--- src/rtl/core/fxd_pkg.sv ---
// fxd_pkg: shared types, widths and codes for the fixed-point divider core
// no dependencies; used by every module in rtl/core
`timescale 1ns / 1ps
`default_nettype none

package fxd_pkg;

    localparam int DATA_W    = 64;
    localparam int FRAC_BITS = 24;
    // dividend/quotient shift word: integer bits plus fraction bits
    localparam int DQ_W      = DATA_W + FRAC_BITS;
    // one restoring cell per quotient bit
    localparam int N_CELLS   = DQ_W;
    // magnitude bits that fit a positive signed result
    localparam int MAG_W     = DATA_W - 1;

    localparam logic [DATA_W-1:0] POS_SAT = {1'b0, {(DATA_W-1){1'b1}}};
    localparam logic [DATA_W-1:0] NEG_SAT = {1'b1, {(DATA_W-1){1'b0}}};

    typedef enum logic [1:0] {
        ERR_NONE     = 2'd0,
        ERR_DIV_ZERO = 2'd1,
        ERR_OVERFLOW = 2'd2
    } err_code_t;

    typedef struct packed {
        logic signed [DATA_W-1:0] numerator;
        logic signed [DATA_W-1:0] denominator;
    } in_item_t;

    typedef struct packed {
        logic signed [DATA_W-1:0] quotient_fixed;
        err_code_t                error_code;
    } out_item_t;

    // state carried along the chain of restoring cells
    typedef struct packed {
        logic              div_zero;
        logic              neg;
        logic [DATA_W-1:0] rem;
        logic [DATA_W-1:0] div;
        logic [DQ_W-1:0]   dq;
    } cell_t;

    // state after the rounding decision
    typedef struct packed {
        logic             div_zero;
        logic             neg;
        logic             ovf;
        logic             rnd;
        logic [MAG_W-1:0] mag;
    } round_t;

endpackage

`default_nettype wire

--- src/rtl/core/fxd_out_buf.sv ---
// fxd_out_buf: sign, saturation and error coding, output register with skid stage
// depends on fxd_pkg
`timescale 1ns / 1ps
`default_nettype none

module fxd_out_buf (
    input  wire logic           aclk,
    input  wire logic           aresetn,
    input  wire logic           in_valid,
    input  wire fxd_pkg::round_t in_round,
    output logic                adv,
    output logic                m_valid,
    input  wire logic           m_ready,
    output fxd_pkg::out_item_t  m_item
);

    fxd_pkg::out_item_t fmt_item;
    fxd_pkg::out_item_t out_reg;
    fxd_pkg::out_item_t out_next;
    fxd_pkg::out_item_t skid_reg;
    fxd_pkg::out_item_t skid_next;
    logic               out_valid_reg;
    logic               out_valid_next;
    logic               skid_valid_reg;
    logic               skid_valid_next;

    // negate as ~mag + !rnd so rounding and sign share one adder
    function automatic fxd_pkg::out_item_t format_item(fxd_pkg::round_t r);
        fxd_pkg::out_item_t        o;
        logic [fxd_pkg::DATA_W-1:0] base;
        logic                       cin;
        base = r.neg ? ~{1'b0, r.mag} : {1'b0, r.mag};
        cin  = r.neg ? ~r.rnd : r.rnd;
        priority if (r.div_zero) begin
            o.quotient_fixed = '0;
            o.error_code     = fxd_pkg::ERR_DIV_ZERO;
        end else if (r.ovf) begin
            o.quotient_fixed = r.neg ? fxd_pkg::NEG_SAT : fxd_pkg::POS_SAT;
            o.error_code     = fxd_pkg::ERR_OVERFLOW;
        end else if (!r.neg && r.rnd && (&r.mag)) begin
            // rounding carried a positive magnitude up to the sign bit
            o.quotient_fixed = fxd_pkg::POS_SAT;
            o.error_code     = fxd_pkg::ERR_OVERFLOW;
        end else begin
            o.quotient_fixed = base + {{(fxd_pkg::DATA_W-1){1'b0}}, cin};
            o.error_code     = fxd_pkg::ERR_NONE;
        end
        return o;
    endfunction

    assign fmt_item = format_item(in_round);
    assign adv      = ~skid_valid_reg;

    always_comb begin
        out_next        = out_reg;
        out_valid_next  = out_valid_reg;
        skid_next       = skid_reg;
        skid_valid_next = skid_valid_reg;
        if (out_valid_reg && !m_ready) begin
            if (in_valid && !skid_valid_reg) begin
                skid_next       = fmt_item;
                skid_valid_next = 1'b1;
            end
        end else if (skid_valid_reg) begin
            out_next        = skid_reg;
            out_valid_next  = 1'b1;
            skid_valid_next = 1'b0;
        end else begin
            out_next       = fmt_item;
            out_valid_next = in_valid;
        end
    end

    always_ff @(posedge aclk) begin
        if (!aresetn) begin
            out_valid_reg  <= 1'b0;
            skid_valid_reg <= 1'b0;
        end else begin
            out_valid_reg  <= out_valid_next;
            skid_valid_reg <= skid_valid_next;
        end
    end

    always_ff @(posedge aclk) begin
        out_reg  <= out_next;
        skid_reg <= skid_next;
    end

    assign m_valid = out_valid_reg;
    assign m_item  = out_reg;

    a_skid_behind_out: assert property (@(posedge aclk) disable iff (!aresetn)
        skid_valid_reg |-> out_valid_reg)
        else $error("skid holds an item while the output register is empty");

    a_skid_catches: assert property (@(posedge aclk) disable iff (!aresetn)
        (out_valid_reg && !m_ready && !skid_valid_reg && in_valid) |=> skid_valid_reg)
        else $error("item from the pipeline was not caught by the skid stage");

endmodule

`default_nettype wire

--- config.mk ---
export PLATFORM = sky130hd
export DESIGN_NAME = fxd_out_buf
export DESIGN_NICKNAME = d
export VERILOG_FILES = /design/src/rtl/core/fxd_pkg.sv /design/src/rtl/core/fxd_out_buf.sv
export SDC_FILE = /design/constraint.sdc
export NUM_CORES = 1
export LEC_CHECK = 0
export BUFFER_PORTS_ARGS = -buffer_cell sky130_fd_sc_hd__buf_4
export CAP_MARGIN = 5
export CORE_ASPECT_RATIO = 0.9
export CORE_MARGIN = 5
export CORE_UTILIZATION = 40
export CTS_CLUSTER_DIAMETER = 60
export CTS_CLUSTER_SIZE = 25
export DETAILED_ROUTE_END_ITERATION = 8
export PLACE_DENSITY_LB_ADDON = 0.2
export SETUP_SLACK_MARGIN = 0.1
export SYNTH_ARGS = -nofsm -noshare
export SYNTH_HDL_FRONTEND = slang
export SYNTH_SLANG_ARGS = --single-unit
--- constraint.sdc ---
create_clock -name aclk -period 11.1 [get_ports aclk]
set_input_delay 1.11 -clock aclk [delete_from_list [all_inputs] [get_ports aclk]]
set_output_delay 1.11 -clock aclk [all_outputs]
set_load 0.02 [all_outputs]
# After elaboration in Yosys (flattened, before gate mapping)
# Cells that the tools add are included.
# totals
ff_bits	134
in_bits	71
word_cells	28
# op_classes
addsub	1
muxes	8
bitwise	3
reduce_logical	10
# op_table
cell	count
66-bit 2-to-1 mux	4
64-bit 2-to-1 mux	2
64-bit by 1-bit adder with 64-bit output	1
63-bit inverter with 64-bit output	1
63-bit AND reduction	1
1-bit logical AND	4
2-bit AND reduction	2
1-bit zero test	3
1-bit 2-to-1 mux	2
1-bit inverter	2

# Logic depth before layout (Yosys ltp)
# Gate-level depths: netlist of run 1.
# logic_depth
ltp_word	7
ltp_mapped	17

# Worst setup path after synthesis of run 1
# No wires, ideal clock.
# synth_path
path_type	input to register
start	input port m_ready
end	register skid_reg[0] (netlist name), enable pin
setup_ns	0.585
arrival_time_ns	7.687
setup_slack_ns	2.828
stages	2
cell_sequence	nand2b_1 nor3b_1
# synth_via
elab_chain_len	3
# synth_lines
element	line	rtl
start, declared	fxd_out_buf.sv:13	input wire logic m_ready,
1-bit zero test	fxd_out_buf.sv:59	if (out_valid_reg && !m_ready) begin
1-bit logical AND	fxd_out_buf.sv:59	
2-bit AND reduction (no line)	-	
end signal, assigned	fxd_out_buf.sv:86	skid_reg <= skid_next;
end, declared	fxd_out_buf.sv:20	fxd_pkg::out_item_t skid_reg;
# No other way between the ends.
# A chain may end at the register's enable or synchronous reset.

# Worst setup path in the final report of run 1
# layout_path
start	input port in_round[65] (netlist name)
end	register out_reg, in the netlist m_item[56] (data pin)
# layout_via
elab_chain_len	7
elab_cells_between_ends	11
cone_classes	add/sub: 1; mux: 7; reduce/logical: 3
# layout_lines
element	line	rtl
start, declared	fxd_out_buf.sv:10	input wire fxd_pkg::round_t in_round,
branches (longest 4 deep; another with 64-bit by 1-bit adder with 64-bit output)	-	
66-bit 2-to-1 mux (*)	fxd_out_buf.sv:37	end else if (r.ovf) begin
66-bit 2-to-1 mux (*)	fxd_out_buf.sv:34	priority if (r.div_zero) begin
66-bit 2-to-1 mux (*)	fxd_out_buf.sv:64	end else if (skid_valid_reg) begin
end signal, assigned	fxd_out_buf.sv:85	out_reg <= out_next;
end, declared	fxd_out_buf.sv:18	fxd_pkg::out_item_t out_reg;
# Mark *: on every way between the ends.

==> report_table.html, run 1 <==
<table>
<tr><th>Metric</th><th>Value</th></tr>
<tr><th colspan="2">Detailed routing</th></tr>
<tr><td>Vias</td><td>7167</td></tr>
<tr><td>Routed WL</td><td>26100 µm</td></tr>
<tr><td>Routed length per placed instance</td><td>20.89 µm</td></tr>
<tr><td>Drt pass-1 iters</td><td>7</td></tr>
<tr><td>Post-route DRC violation count</td><td>0</td></tr>
<tr><td>Count of nets left with antenna violations after detail routing</td><td>0</td></tr>
<tr><td>Vias per cell</td><td>5.738</td></tr>
<tr><td>First DRT Iteration DRCs</td><td>603</td></tr>
<tr><th colspan="2">Setup path</th></tr>
<tr><td>Critical Path End Type</td><td>flop</td></tr>
<tr><td>Critical path peak fanout</td><td>56</td></tr>
<tr><td>WP data required</td><td>11.23 ns</td></tr>
<tr><td>Critical setup path kind</td><td>in2reg</td></tr>
<tr><td>CP startpoint kind</td><td>input pin</td></tr>
<tr><td>Data arrival at the endpoint of the critical path</td><td>5.15 ns</td></tr>
<tr><th colspan="2">GRT</th></tr>
<tr><td>Maximum number of pins on one net before global-route repair</td><td>70</td></tr>
<tr><td>Number of antenna violations at the first check in global routing</td><td>0</td></tr>
<tr><td>First-pass GRT wire length</td><td>39830 µm</td></tr>
<tr><td>Total congestion overflow after global routing</td><td>0</td></tr>
<tr><td>Aggregate global-route resource usage</td><td>21.07%</td></tr>
<tr><td>Vias in the first global route</td><td>6762</td></tr>
<tr><th colspan="2">Placed design</th></tr>
<tr><td>Detail Placement HPWL</td><td>18530 µm</td></tr>
<tr><td>Dpl cells</td><td>1217</td></tr>
<tr><td>Count of buffers from port buffering</td><td>138</td></tr>
<tr><td>Pre-CTS setup slack</td><td>5.717 ns</td></tr>
<tr><td>Placement-stage cell area</td><td>9791 µm²</td></tr>
<tr><td>Final weighted congestion in routability-driven placement</td><td>0.9265</td></tr>
<tr><th colspan="2">Synthesis</th></tr>
<tr><td>Total of flip-flops plus latches after synthesis</td><td>134</td></tr>
<tr><td>Net count of the mapped netlist</td><td>921</td></tr>
<tr><td>Post-synth EDFFs</td><td>132</td></tr>
<tr><td>Cell area after synthesis</td><td>8569 µm²</td></tr>
<tr><td>Cell taking the most area after synthesis</td><td>sky130_fd_sc_hd__edfxtp_1</td></tr>
<tr><td>Warning count from the yosys run</td><td>0</td></tr>
<tr><td>Biggest area contributors in the synthesized netlist</td><td>sky130_fd_sc_hd__edfxtp_1 46%, sky130_fd_sc_hd__xnor2_1 7.6%, sky130_fd_sc_hd__a21oi_1 5.0%, sky130_fd_sc_hd__mux2_2 2.6%, sky130_fd_sc_hd__nand2_1 2.5%</td></tr>
<tr><td>Netlist cell types</td><td>73</td></tr>
<tr><td>Syn_area_per_cell</td><td>10.13 µm²</td></tr>
<tr><td>Portion of synthesized cell area occupied by the leading cell type</td><td>46.25%</td></tr>
<tr><td>Most used flip-flop cell after synthesis</td><td>sky130_fd_sc_hd__edfxtp_1</td></tr>
<tr><td>Number of cells produced by synthesis</td><td>846</td></tr>
<tr><td>Synth async-reset ratio</td><td>0%</td></tr>
<tr><td>Share of synthesized area occupied by flip-flops and latches</td><td>46.72%</td></tr>
<tr><th colspan="2">Timing</th></tr>
<tr><td>Setup ws final</td><td>6.072 ns</td></tr>
<tr><td>Relative slew slack</td><td>16.88%</td></tr>
<tr><td>Shortest period the worst path allows</td><td>5.028 ns</td></tr>
<tr><td>Count of endpoints failing setup in the final report</td><td>0</td></tr>
<tr><td>Aggregate negative setup slack</td><td>0 ns</td></tr>
<tr><td>Fin crit share</td><td>45.30%</td></tr>
<tr><td>Worst Max-Slew Pin Slew</td><td>1.242 ns</td></tr>
<tr><td>Hold Fails Final Rpt</td><td>0</td></tr>
<tr><td>Setup repair after global routing missed its margin</td><td>false</td></tr>
<tr><td>Max-slew violation total from the final report</td><td>0</td></tr>
<tr><td>Maximum frequency from static timing analysis</td><td>198.9 MHz</td></tr>
<tr><td>Worst Clk Skew</td><td>0.009218 ns</td></tr>
<tr><th colspan="2">Outcome</th></tr>
<tr><td>Result of the run</td><td>complete, no violations</td></tr>
<tr><th colspan="2">CTS</th></tr>
<tr><td>Total clock sinks</td><td>134</td></tr>
<tr><td>Buffers inserted by post-CTS timing repair</td><td>0</td></tr>
<tr><td>TritonCTS clock tree</td><td>yes</td></tr>
<tr><td>Resized cells post-CTS</td><td>0</td></tr>
<tr><td>Cts-stage hold buffer count</td><td>0</td></tr>
<tr><td>Clock-pin slew of the registers on the worst-case setup and hold paths</td><td>0.07 ns</td></tr>
<tr><td>TritonCTS Buffers</td><td>17</td></tr>
<tr><td>Cell at the root of the clock tree</td><td>sky130_fd_sc_hd__clkbuf_16</td></tr>
<tr><td>Max Buffers Root-to-Sink</td><td>2</td></tr>
<tr><td>Clock latency reported for the late side of the worst-skew pair</td><td>0.42 ns</td></tr>
<tr><td>Deepest level of the CTS H-tree</td><td>4</td></tr>
<tr><th colspan="2">Power and ir drop</th></tr>
<tr><td>Cell-internal power</td><td>1.070 mW</td></tr>
<tr><td>IR Drop Worst-Case VDD</td><td>0.07608 mV</td></tr>
<tr><td>Fraction of power spent switching nets</td><td>28.06%</td></tr>
<tr><td>Relative contribution of combinational cells to total power</td><td>18.6%</td></tr>
<tr><td>Clock share of power</td><td>40.5%</td></tr>
<tr><td>Switching pwr</td><td>0.4173 mW</td></tr>
<tr><td>Standby leakage power</td><td>3.774 nW</td></tr>
<tr><td>Power per cell area</td><td>142.9 nW/µm²</td></tr>
<tr><td>Proportion of power drawn by flip-flops and latches</td><td>40.9%</td></tr>
<tr><th colspan="2">Floorplanning</th></tr>
<tr><td>Horizontal die dimension</td><td>164.3 µm</td></tr>
<tr><td>Area of the die</td><td>24450 µm²</td></tr>
<tr><td>I/O pin count</td><td>139</td></tr>
<tr><td>Core outline area</td><td>20960 µm²</td></tr>
<tr><td>Vert. Die Dim</td><td>148.9 µm</td></tr>
<tr><td>Initial standard-cell utilization of the core</td><td>40.89%</td></tr>
<tr><td>Std-Cell Rows</td><td>50</td></tr>
<tr><th colspan="2">Final layout</th></tr>
<tr><td>Count of non-filler cells in the finished layout</td><td>1249</td></tr>
<tr><td>Area growth from synthesis to layout</td><td>21.42%</td></tr>
<tr><td>Layout net count</td><td>1025</td></tr>
<tr><td>Area of the multi-input gates</td><td>4268 µm²</td></tr>
<tr><td>Total inserted antenna cells</td><td>0</td></tr>
<tr><td>Design Area, Final</td><td>10410 µm²</td></tr>
<tr><td>Proportion of layout cells with a drive suffix above 1</td><td>23.99%</td></tr>
<tr><td>Core Util, Final</td><td>49.65%</td></tr>
<tr><td>Storage element area</td><td>4005 µm²</td></tr>
<tr><td>Fill cell count</td><td>1983</td></tr>
<tr><th colspan="2">Job</th></tr>
<tr><td>Count of max-cap constraint violations</td><td>0</td></tr>
<tr><th colspan="2">Min path</th></tr>
<tr><td>Hold Path Class</td><td>reg2reg</td></tr>
</table>
-- final timing paths --
path | start | end | slack (ns) | depth (start not counted)
worst max-delay path | in_round[65] | m_item[56] | 6.07 | 13
worst min-delay path | skid_reg[25] | m_item[25] | 0.52 | 1
worst max register to register | skid_valid_reg | m_item[48] | 8.64 | 3
worst min register to register | skid_reg[25] | m_item[25] | 0.52 | 1
-- placed cells by master, fill, tap and decap left out, types with 22 or more instances in the layout --
cell type and instances:
sky130_fd_sc_hd__nand2b_1 23, sky130_fd_sc_hd__a21oi_1 85, sky130_fd_sc_hd__nor3_1 22, sky130_fd_sc_hd__xnor2_1 74, sky130_fd_sc_hd__o21ai_0 32, sky130_fd_sc_hd__nand2_1 57, sky130_fd_sc_hd__nand3_1 28, sky130_fd_sc_hd__xor2_1 22
sky130_fd_sc_hd__edfxtp_1 132, sky130_fd_sc_hd__buf_4 146, sky130_fd_sc_hd__nor2_1 57
-- layout make-up --
cell class / instances / share of cell area (%)
Sequential cell: 134 / 38.49
Tap cell: 286 / 3.439
Clock buffer: 19 / 4.257
Timing Repair Buffer: 146 / 10.53
Multi-Input combinational cell: 634 / 41.02
Inverter: 17 / 0.6133
Clock inverter: 13 / 1.647
-- cells by family after synthesis --
group / after synthesis / share of synthesized area [%]
compound gates: 207 / 15.91
xor+xnor: 96 / 9.812
fa+ha+maj: 4 / 0.5841
buf+inv: 78 / 3.767
flops: 134 / 46.72
mux: 30 / 3.796
simple gates: 297 / 19.40
-- worst max-delay path, cell delays in order --
cell and delay [ns]:
sky130_fd_sc_hd__buf_4 0.49, sky130_fd_sc_hd__inv_1 0.43, sky130_fd_sc_hd__ha_1 0.39, sky130_fd_sc_hd__inv_1 0.08
sky130_fd_sc_hd__ha_1 0.22, sky130_fd_sc_hd__ha_1 0.25, sky130_fd_sc_hd__inv_1 0.11, sky130_fd_sc_hd__o32ai_4 0.53
sky130_fd_sc_hd__o211ai_1 0.41, sky130_fd_sc_hd__nor4_2 0.53, sky130_fd_sc_hd__o21ai_0 0.22, sky130_fd_sc_hd__xnor2_1 0.26
sky130_fd_sc_hd__a21oi_1 0.10
-- routing by layer --
layer	up-vias	global-route usage (%)	part of all wire [%]	wire, µm
met1	3453	31.27	46	12120
met4	0	5.786	1.7	443
met2	308	31.05	44	11370
met3	24	4.532	8.3	2165
li1	3382	-	-	-
met5	-	0	0	0
-- Yosys cell counts, drive strengths merged (4+ instances only) --
master and count:
edfxtp 132, a21oi 86, xnor2 74, nand2 57, nor2 57, clkbuf 42, o21ai 33, nand3 29
nand2b 24, nand4 22, nor3 22, xor2 22, mux2 20, buf 19, nor4 18, inv 17
o22ai 17, a21o 14, o32ai 14, mux2i 10, o31ai 9, o211ai 8, or4 8, and3 7
or4b 7, and2 6, nand3b 6, nor3b 6, or2 6, or3 6, ha 4, nor2b 4
or3b 4
-- power by group through the flow --
stage          registers, mW  logic, mW  clock network [mW]
2_1_floorplan          0.653      0.129                   0
3_3_place_gp           0.620      0.275                   0
3_5_place_dp           0.620      0.275                   0
4_1_cts                0.609      0.277               0.611
5_1_grt                0.612      0.298               0.630
6_report               0.609      0.277               0.602
-- stage by stage --
stage / hold WS [ns] / power, mW
floorplan: 0.4964 / 0.7828
global placement: 0.5058 / 0.8946
detailed placement: 0.5079 / 0.8952
CTS: 0.5267 / 1.497
global route: 0.5428 / 1.540
finish: 0.5230 / 1.487
(Power assumes the default switching activity.)
==> run 2, diff against run 1 <==
==> constraint.sdc (replaced) <==
create_clock -name aclk -period 4.5 [get_ports aclk]
set_input_delay 0.45 -clock aclk [delete_from_list [all_inputs] [get_ports aclk]]
set_output_delay 0.45 -clock aclk [all_outputs]
set_load 0.02 [all_outputs]
==> report_table.html, run 2 (same netlist as run 1, synthesis figures left out) <==
<table>
<tr><th>Metric</th><th>Value</th></tr>
<tr><th colspan="2">Floorplanning</th></tr>
<tr><td>Core outline area</td><td>20960 µm² (unchanged)</td></tr>
<tr><td>Horizontal die dimension</td><td>164.3 µm (unchanged)</td></tr>
<tr><td>Vert. Die Dim</td><td>148.9 µm (unchanged)</td></tr>
<tr><td>Initial standard-cell utilization of the core</td><td>40.89% (unchanged)</td></tr>
<tr><td>Area of the die</td><td>24450 µm² (unchanged)</td></tr>
<tr><td>Std-Cell Rows</td><td>50 (unchanged)</td></tr>
<tr><td>I/O pin count</td><td>139 (unchanged)</td></tr>
<tr><th colspan="2">Setup path</th></tr>
<tr><td>Worst setup path endpoint</td><td>m_item[65] (was m_item[56])</td></tr>
<tr><td>Data arrival at the endpoint of the critical path</td><td>3.97 ns (was 5.15 ns)</td></tr>
<tr><td>Number of cells on the worst reg-to-reg path</td><td>3 (unchanged)</td></tr>
<tr><td>Reg2reg end</td><td>skid_reg[56] (was m_item[48])</td></tr>
<tr><td>Setup slack of the worst register-to-register path</td><td>2.01 ns (was 8.64 ns)</td></tr>
<tr><td>Origin of the critical flop-to-flop path</td><td>m_valid (was skid_valid_reg)</td></tr>
<tr><td>CP startpoint kind</td><td>input pin (unchanged)</td></tr>
<tr><td>Critical Path End Type</td><td>flop (unchanged)</td></tr>
<tr><td>Critical path peak fanout</td><td>22 (was 56)</td></tr>
<tr><td>Startpoint of the most critical setup path</td><td>in_round[65] (unchanged)</td></tr>
<tr><td>WP data required</td><td>4.68 ns (was 11.23 ns)</td></tr>
<tr><td>Critical setup path kind</td><td>in2reg (unchanged)</td></tr>
<tr><th colspan="2">Timing</th></tr>
<tr><td>Fin crit share</td><td>84.26%</td></tr>
<tr><td>Relative slew slack</td><td>16.21% (was 16.88%)</td></tr>
<tr><td>Maximum frequency from static timing analysis</td><td>263.7 MHz</td></tr>
<tr><td>Setup repair after global routing missed its margin</td><td>false (unchanged)</td></tr>
<tr><td>Worst Max-Slew Pin Slew</td><td>1.252 ns (was 1.242 ns)</td></tr>
<tr><td>Shortest period the worst path allows</td><td>3.792 ns</td></tr>
<tr><td>Max-slew violation total from the final report</td><td>0 (unchanged)</td></tr>
<tr><td>Aggregate negative setup slack</td><td>0 ns (unchanged)</td></tr>
<tr><td>Worst Clk Skew</td><td>0.006674 ns (was 0.009218 ns)</td></tr>
<tr><td>Hold Fails Final Rpt</td><td>0 (unchanged)</td></tr>
<tr><td>Count of endpoints failing setup in the final report</td><td>0 (unchanged)</td></tr>
<tr><th colspan="2">GRT</th></tr>
<tr><td>First-pass GRT wire length</td><td>40340 µm (was 39830 µm)</td></tr>
<tr><td>Number of antenna violations at the first check in global routing</td><td>0 (unchanged)</td></tr>
<tr><td>Met1 routing resource usage after global routing</td><td>31.67% (was 31.27%)</td></tr>
<tr><td>Total congestion overflow after global routing</td><td>0 (unchanged)</td></tr>
<tr><td>Global-route met2 utilization</td><td>31.87% (was 31.05%)</td></tr>
<tr><td>Met3 track demand over resource</td><td>5.029% (was 4.532%)</td></tr>
<tr><td>Vias in the first global route</td><td>6808 (was 6762)</td></tr>
<tr><td>GRT busiest layer</td><td>met2 (was met1)</td></tr>
<tr><td>Aggregate global-route resource usage</td><td>21.65% (was 21.07%)</td></tr>
<tr><td>Maximum number of pins on one net before global-route repair</td><td>70 (unchanged)</td></tr>
<tr><th colspan="2">CTS</th></tr>
<tr><td>Clock-pin slew of the registers on the worst-case setup and hold paths</td><td>0.06 ns (was 0.07 ns)</td></tr>
<tr><td>Total clock sinks</td><td>134 (unchanged)</td></tr>
<tr><td>Resized cells post-CTS</td><td>0 (unchanged)</td></tr>
<tr><td>Max Buffers Root-to-Sink</td><td>2 (unchanged)</td></tr>
<tr><td>TritonCTS clock tree</td><td>yes (unchanged)</td></tr>
<tr><td>Deepest level of the CTS H-tree</td><td>4 (unchanged)</td></tr>
<tr><td>Cts-stage hold buffer count</td><td>0 (unchanged)</td></tr>
<tr><td>TritonCTS Buffers</td><td>17 (unchanged)</td></tr>
<tr><td>Buffers inserted by post-CTS timing repair</td><td>0 (unchanged)</td></tr>
<tr><td>Clock latency reported for the late side of the worst-skew pair</td><td>0.43 ns (was 0.42 ns)</td></tr>
<tr><td>Cell at the root of the clock tree</td><td>sky130_fd_sc_hd__clkbuf_16 (unchanged)</td></tr>
<tr><th colspan="2">Power and ir drop</th></tr>
<tr><td>Power after layout</td><td>3.685 mW (was 1.487 mW)</td></tr>
<tr><td>Power per cell area</td><td>352.2 nW/µm² (was 142.9 nW/µm²)</td></tr>
<tr><td>IR Drop Worst-Case VDD</td><td>0.2260 mV (was 0.07608 mV)</td></tr>
<tr><td>Standby leakage power</td><td>3.799 nW (was 3.774 nW)</td></tr>
<tr><th colspan="2">Outcome</th></tr>
<tr><td>Result of the run</td><td>complete, no violations (unchanged)</td></tr>
<tr><th colspan="2">Final layout</th></tr>
<tr><td>Area growth from synthesis to layout</td><td>22.09% (was 21.42%)</td></tr>
<tr><td>Count of non-filler cells in the finished layout</td><td>1253 (was 1249)</td></tr>
<tr><td>Proportion of layout cells with a drive suffix above 1</td><td>24.30% (was 23.99%)</td></tr>
<tr><td>Highest-count cells in the layout ignoring fill and taps</td><td>150 x sky130_fd_sc_hd__buf_4, 132 x sky130_fd_sc_hd__edfxtp_1, 85 x sky130_fd_sc_hd__a21oi_1 (was 146 x sky130_fd_sc_hd__buf_4, 132 x sky130_fd_sc_hd__edfxtp_1, 85 x sky130_fd_sc_hd__a21oi_1)</td></tr>
<tr><td>Total inserted antenna cells</td><td>0 (unchanged)</td></tr>
<tr><td>Fill cell count</td><td>1956 (was 1983)</td></tr>
<tr><td>Commonest non-fill, non-tap cell in the layout</td><td>sky130_fd_sc_hd__buf_4 (unchanged)</td></tr>
<tr><td>Layout net count</td><td>1030 (was 1025)</td></tr>
<tr><th colspan="2">Placed design</th></tr>
<tr><td>Count of buffers from port buffering</td><td>138 (unchanged)</td></tr>
<tr><td>Detail Placement HPWL</td><td>18840 µm (was 18530 µm)</td></tr>
<tr><td>Dpl cells</td><td>1222 (was 1217)</td></tr>
<tr><td>Final weighted congestion in routability-driven placement</td><td>0.8951 (was 0.9265)</td></tr>
<tr><th colspan="2">Job</th></tr>
<tr><td>Count of max-cap constraint violations</td><td>0 (unchanged)</td></tr>
<tr><th colspan="2">Detailed routing</th></tr>
<tr><td>Vias per cell</td><td>5.736 (was 5.738)</td></tr>
<tr><td>Drt pass-1 iters</td><td>5 (was 7)</td></tr>
<tr><td>Count of nets left with antenna violations after detail routing</td><td>0 (unchanged)</td></tr>
<tr><td>Routed WL</td><td>26820 µm (was 26100 µm)</td></tr>
<tr><td>First DRT Iteration DRCs</td><td>686 (was 603)</td></tr>
<tr><td>Post-route DRC violation count</td><td>0 (unchanged)</td></tr>
<tr><td>Routed length per placed instance</td><td>21.40 µm (was 20.89 µm)</td></tr>
<tr><td>Vias</td><td>7187 (was 7167)</td></tr>
<tr><th colspan="2">Min path</th></tr>
<tr><td>Hold Path Class</td><td>in2reg (was reg2reg)</td></tr>
<tr><td>Depth of the worst hold-timing path</td><td>1 (unchanged)</td></tr>
</table>
[run 2: changes by cell type in the layout (fill, tap and decap cells not counted), sizes merged]
cell,before,now
clkinvlp,1,2
buf,146,151
inv,21,19
clkbuf,19,21
clkinv,5,3
[run 2: how the worst min path moves through the flow]
stage / start / to / slack (ns)
CTS: in_round[66] / skid_reg[0] / 0.26
global route: in_round[66] / skid_reg[0] / 0.28
floorplan: skid_reg[65] / m_item[65] / 0.50
global placement: skid_reg[28] / m_item[28] / 0.51
finish: in_round[66] / skid_reg[0] / 0.28
detailed placement: skid_reg[1] / m_item[1] / 0.51
[run 2: where the power goes]
group          switching, mW  total, mW  internal, mW  leakage, nW
registers             0.0274       1.50          1.47         1.35
clock network          0.572       1.49         0.917        0.296
logic                  0.421      0.694         0.273         2.15
total                   1.02       3.69          2.66         3.80
[run 2: metrics by stage]
stage | area (µm²) | util, % | hold slack (ns) | setup slack (ns)
after global routing | 10460 | 49.92 | 0.2791 | 0.5097
final | 10460 | 49.92 | 0.2819 | 0.7082
after CTS | 10460 | 49.92 | 0.2638 | 0.7991
after floorplan | 8589 | - | 0.4964 | 0.1079
after global placement | 9847 | 46.99 | 0.5081 | 0.3235
after detailed placement | 9847 | 46.99 | 0.5125 | 0.3550
[run 2: area by class of cell]
class	count	area [µm²]	area share, %
clock buffers	21	470.5	4.497
clock inverters	10	145.1	1.387
inverters	17	63.81	0.6099
multi-input cells	634	4274	40.85
flip-flops and latches	134	4005	38.28
well taps	286	357.8	3.420
repair buffers	151	1146	10.95
[run 2: worst max-delay path, stage by stage]
cell                       delay (ns)
sky130_fd_sc_hd__buf_4           0.28
sky130_fd_sc_hd__inv_1           0.10
sky130_fd_sc_hd__ha_1            0.27
sky130_fd_sc_hd__inv_1           0.08
sky130_fd_sc_hd__ha_1            0.22
sky130_fd_sc_hd__inv_1           0.08
sky130_fd_sc_hd__o32ai_1         0.73
sky130_fd_sc_hd__nand2b_1        0.47
sky130_fd_sc_hd__nor4_4          0.59
sky130_fd_sc_hd__nand3_2         0.17
sky130_fd_sc_hd__xnor2_1         0.16
sky130_fd_sc_hd__o41ai_1         0.39
[run 2: metal layers]
metal | up-vias | wire length, µm
met5 | - | 0
met4 | 0 | 463
met3 | 39 | 2210
met2 | 315 | 11640
met1 | 3440 | 12500
li1 | 3393 | -
==> run 3, diff against run 2 <==
==> constraint.sdc (replaced) <==
create_clock -name aclk -period 3.9 [get_ports aclk]
set_input_delay 0.39 -clock aclk [delete_from_list [all_inputs] [get_ports aclk]]
set_output_delay 0.39 -clock aclk [all_outputs]
set_load 0.02 [all_outputs]
==> report_table.html, run 3 (same netlist as run 1, synthesis figures left out) <==
<table>
<tr><th>Metric</th><th>Value</th></tr>
<tr><th colspan="2">Outcome</th></tr>
<tr><td>Result of the run</td><td>complete, no violations (unchanged)</td></tr>
<tr><th colspan="2">Timing</th></tr>
<tr><td>Hold Fails Final Rpt</td><td>0 (unchanged)</td></tr>
<tr><td>Max-slew violation total from the final report</td><td>0 (unchanged)</td></tr>
<tr><td>Worst Max-Slew Pin Slew</td><td>1.148 ns (was 1.252 ns)</td></tr>
<tr><td>Count of endpoints failing setup in the final report</td><td>0 (unchanged)</td></tr>
<tr><td>Relative slew slack</td><td>23.28% (was 16.21%)</td></tr>
<tr><td>Fin crit share</td><td>87.80%</td></tr>
<tr><td>Worst Clk Skew</td><td>0.008959 ns (was 0.006674 ns)</td></tr>
<tr><td>Setup ws final</td><td>0.4760 ns (was 0.7082 ns)</td></tr>
<tr><td>Aggregate negative setup slack</td><td>0 ns (unchanged)</td></tr>
<tr><td>Maximum frequency from static timing analysis</td><td>292.1 MHz</td></tr>
<tr><td>Setup repair after global routing missed its margin</td><td>false (unchanged)</td></tr>
<tr><td>Worst hold slack across all endpoints</td><td>0.2442 ns (was 0.2819 ns)</td></tr>
<tr><td>Shortest period the worst path allows</td><td>3.424 ns</td></tr>
<tr><th colspan="2">Final layout</th></tr>
<tr><td>Fill cell count</td><td>1957 (was 1956)</td></tr>
<tr><td>Count of non-filler cells in the finished layout</td><td>1269 (was 1253)</td></tr>
<tr><td>Highest-count cells in the layout ignoring fill and taps</td><td>167 x sky130_fd_sc_hd__buf_4, 132 x sky130_fd_sc_hd__edfxtp_1, 85 x sky130_fd_sc_hd__a21oi_1 (was 150 x sky130_fd_sc_hd__buf_4, 132 x sky130_fd_sc_hd__edfxtp_1, 85 x sky130_fd_sc_hd__a21oi_1)</td></tr>
<tr><td>Total inserted antenna cells</td><td>0 (unchanged)</td></tr>
<tr><td>Core Util, Final</td><td>50.36% (was 49.92%)</td></tr>
<tr><td>Design Area, Final</td><td>10550 µm² (was 10460 µm²)</td></tr>
<tr><td>Area of the multi-input gates</td><td>4297 µm² (was 4274 µm²)</td></tr>
<tr><td>Storage element area</td><td>4005 µm² (unchanged)</td></tr>
<tr><td>Commonest non-fill, non-tap cell in the layout</td><td>sky130_fd_sc_hd__buf_4 (unchanged)</td></tr>
<tr><td>Area growth from synthesis to layout</td><td>23.16% (was 22.09%)</td></tr>
<tr><td>Proportion of layout cells with a drive suffix above 1</td><td>25.84% (was 24.30%)</td></tr>
<tr><td>Layout net count</td><td>1047 (was 1030)</td></tr>
<tr><th colspan="2">Floorplanning</th></tr>
<tr><td>Vert. Die Dim</td><td>148.9 µm (unchanged)</td></tr>
<tr><td>I/O pin count</td><td>139 (unchanged)</td></tr>
<tr><td>Initial standard-cell utilization of the core</td><td>40.89% (unchanged)</td></tr>
<tr><td>Horizontal die dimension</td><td>164.3 µm (unchanged)</td></tr>
<tr><td>Core outline area</td><td>20960 µm² (unchanged)</td></tr>
<tr><td>Area of the die</td><td>24450 µm² (unchanged)</td></tr>
<tr><td>Std-Cell Rows</td><td>50 (unchanged)</td></tr>
<tr><th colspan="2">Detailed routing</th></tr>
<tr><td>Routed length per placed instance</td><td>21.01 µm (was 21.40 µm)</td></tr>
<tr><td>Highest Signal Layer</td><td>met4 (unchanged)</td></tr>
<tr><td>Routed WL</td><td>26660 µm (was 26820 µm)</td></tr>
<tr><td>Routed length on met1</td><td>12420 µm (was 12500 µm)</td></tr>
<tr><td>Vias</td><td>7300 (was 7187)</td></tr>
<tr><td>Total length of routed met2 wires</td><td>11860 µm (was 11640 µm)</td></tr>
<tr><td>First DRT Iteration DRCs</td><td>610 (was 686)</td></tr>
<tr><td>Drt pass-1 iters</td><td>5 (unchanged)</td></tr>
<tr><td>Vias per cell</td><td>5.753 (was 5.736)</td></tr>
<tr><td>Wire length on met3</td><td>2079 µm (was 2210 µm)</td></tr>
<tr><td>Post-route DRC violation count</td><td>0 (unchanged)</td></tr>
<tr><td>Count of nets left with antenna violations after detail routing</td><td>0 (unchanged)</td></tr>
<tr><th colspan="2">Placed design</th></tr>
<tr><td>Pre-CTS setup slack</td><td>0.1336 ns (was 0.3550 ns)</td></tr>
<tr><td>Final weighted congestion in routability-driven placement</td><td>0.9126 (was 0.8951)</td></tr>
<tr><td>Placement-stage cell area</td><td>9997 µm² (was 9847 µm²)</td></tr>
<tr><td>Count of buffers from port buffering</td><td>138 (unchanged)</td></tr>
<tr><td>Dpl cells</td><td>1239 (was 1222)</td></tr>
<tr><td>Detail Placement HPWL</td><td>19100 µm (was 18840 µm)</td></tr>
<tr><th colspan="2">Power and ir drop</th></tr>
<tr><td>IR Drop Worst-Case VDD</td><td>0.2527 mV (was 0.2260 mV)</td></tr>
<tr><td>Power after layout</td><td>4.113 mW (was 3.685 mW)</td></tr>
<tr><td>Standby leakage power</td><td>3.850 nW (was 3.799 nW)</td></tr>
<tr><td>Power per cell area</td><td>389.7 nW/µm² (was 352.2 nW/µm²)</td></tr>
<tr><th colspan="2">Setup path</th></tr>
<tr><td>Critical setup path kind</td><td>in2reg (unchanged)</td></tr>
<tr><td>Setup slack of the worst register-to-register path</td><td>1.75 ns (was 2.01 ns)</td></tr>
<tr><td>Data arrival at the endpoint of the critical path</td><td>3.58 ns (was 3.97 ns)</td></tr>
<tr><td>Critical Path End Type</td><td>flop (unchanged)</td></tr>
<tr><td>Number of cells on the worst reg-to-reg path</td><td>3 (unchanged)</td></tr>
<tr><td>Critical path peak fanout</td><td>16 (was 22)</td></tr>
<tr><td>Origin of the critical flop-to-flop path</td><td>skid_valid_reg (was m_valid)</td></tr>
<tr><td>WP data required</td><td>4.06 ns (was 4.68 ns)</td></tr>
<tr><td>CP startpoint kind</td><td>input pin (unchanged)</td></tr>
<tr><td>Reg2reg end</td><td>m_item[50] (was skid_reg[56])</td></tr>
<tr><th colspan="2">GRT</th></tr>
<tr><td>First-pass GRT wire length</td><td>40520 µm (was 40340 µm)</td></tr>
<tr><td>Vias in the first global route</td><td>6835 (was 6808)</td></tr>
<tr><td>Aggregate global-route resource usage</td><td>21.57% (was 21.65%)</td></tr>
<tr><td>Number of antenna violations at the first check in global routing</td><td>0 (unchanged)</td></tr>
<tr><td>Maximum number of pins on one net before global-route repair</td><td>69 (was 70)</td></tr>
<tr><td>Total congestion overflow after global routing</td><td>0 (unchanged)</td></tr>
<tr><th colspan="2">CTS</th></tr>
<tr><td>Max Buffers Root-to-Sink</td><td>2 (unchanged)</td></tr>
<tr><td>Total clock sinks</td><td>134 (unchanged)</td></tr>
<tr><td>Buffers inserted by post-CTS timing repair</td><td>0 (unchanged)</td></tr>
<tr><td>Resized cells post-CTS</td><td>0 (unchanged)</td></tr>
<tr><td>Clock latency reported for the late side of the worst-skew pair</td><td>0.42 ns (was 0.43 ns)</td></tr>
<tr><td>TritonCTS Buffers</td><td>17 (unchanged)</td></tr>
<tr><td>Cts-stage hold buffer count</td><td>0 (unchanged)</td></tr>
<tr><td>TritonCTS clock tree</td><td>yes (unchanged)</td></tr>
<tr><td>Cell at the root of the clock tree</td><td>sky130_fd_sc_hd__clkbuf_16 (unchanged)</td></tr>
<tr><td>Clock-pin slew of the registers on the worst-case setup and hold paths</td><td>0.06 ns (about the same)</td></tr>
<tr><td>Deepest level of the CTS H-tree</td><td>4 (unchanged)</td></tr>
<tr><th colspan="2">Min path</th></tr>
<tr><td>Depth of the worst hold-timing path</td><td>2 (was 1)</td></tr>
<tr><td>WHS Endpoint</td><td>m_valid (was skid_reg[0])</td></tr>
<tr><td>Hold_sp</td><td>aresetn (was in_round[66])</td></tr>
<tr><td>Hold Path Class</td><td>in2reg (unchanged)</td></tr>
<tr><th colspan="2">Job</th></tr>
<tr><td>Count of max-cap constraint violations</td><td>0 (unchanged)</td></tr>
</table>
run 3: cell types whose count changed in the layout (fill, tap and decap cells not counted), sizes merged:
cell / before / now
buf: 151 / 168
bufinv: 3 / 2
clkbuf: 21 / 17
clkinv: 3 / 5
clkinvlp: 2 / 3
inv: 19 / 20
run 3: routing by layer:
metal,vias to the layer above,global-route usage [%]
li1,3425,-
met4,0,4.864
met2,285,31.73
met1,3562,32.68
met5,-,0
met3,28,4.366
run 3: critical path: stages:
cell and delay [ns]:
sky130_fd_sc_hd__buf_4 0.21, sky130_fd_sc_hd__inv_1 0.09, sky130_fd_sc_hd__ha_1 0.27, sky130_fd_sc_hd__inv_1 0.08, sky130_fd_sc_hd__ha_2 0.23, sky130_fd_sc_hd__inv_1 0.07
sky130_fd_sc_hd__o32ai_1 0.77, sky130_fd_sc_hd__nand2b_1 0.42, sky130_fd_sc_hd__or4_1 0.60, sky130_fd_sc_hd__nand3_1 0.12, sky130_fd_sc_hd__mux2i_1 0.24, sky130_fd_sc_hd__o21ai_1 0.08
run 3: worst max path at each step:
| stage | cells past startpoint | slack [ns] | start | to |
|---|---|---|---|---|
| 5_1_grt | 13 | 0.33 | in_round[65] | m_item[57] |
| 2_1_floorplan | 16 | 0.06 | in_round[65] | m_item[62] |
| 3_5_place_dp | 12 | 0.13 | in_round[65] | m_item[35] |
| 4_1_cts | 12 | 0.55 | in_round[65] | m_item[35] |
| 3_3_place_gp | 12 | 0.14 | in_round[65] | m_item[35] |
| 6_report | 12 | 0.48 | in_round[65] | m_item[35] |
run 3: report_power, final:
part           leakage [nW]  total [mW]  switching, mW  internal, mW
logic                  2.23       0.809          0.485         0.324
clock network         0.267        1.57          0.639         0.931
registers              1.35        1.73         0.0327          1.70
total                  3.85        4.11           1.16          2.96
run 3: final cells by class:
type / instances / area share [%]
multi-input cells: 634 / 40.71
flip-flops and latches: 134 / 37.95
repair buffers: 168 / 12.07
clock buffers: 17 / 4.031
well taps: 286 / 3.391
clock inverters: 13 / 1.245
inverters: 17 / 0.6046
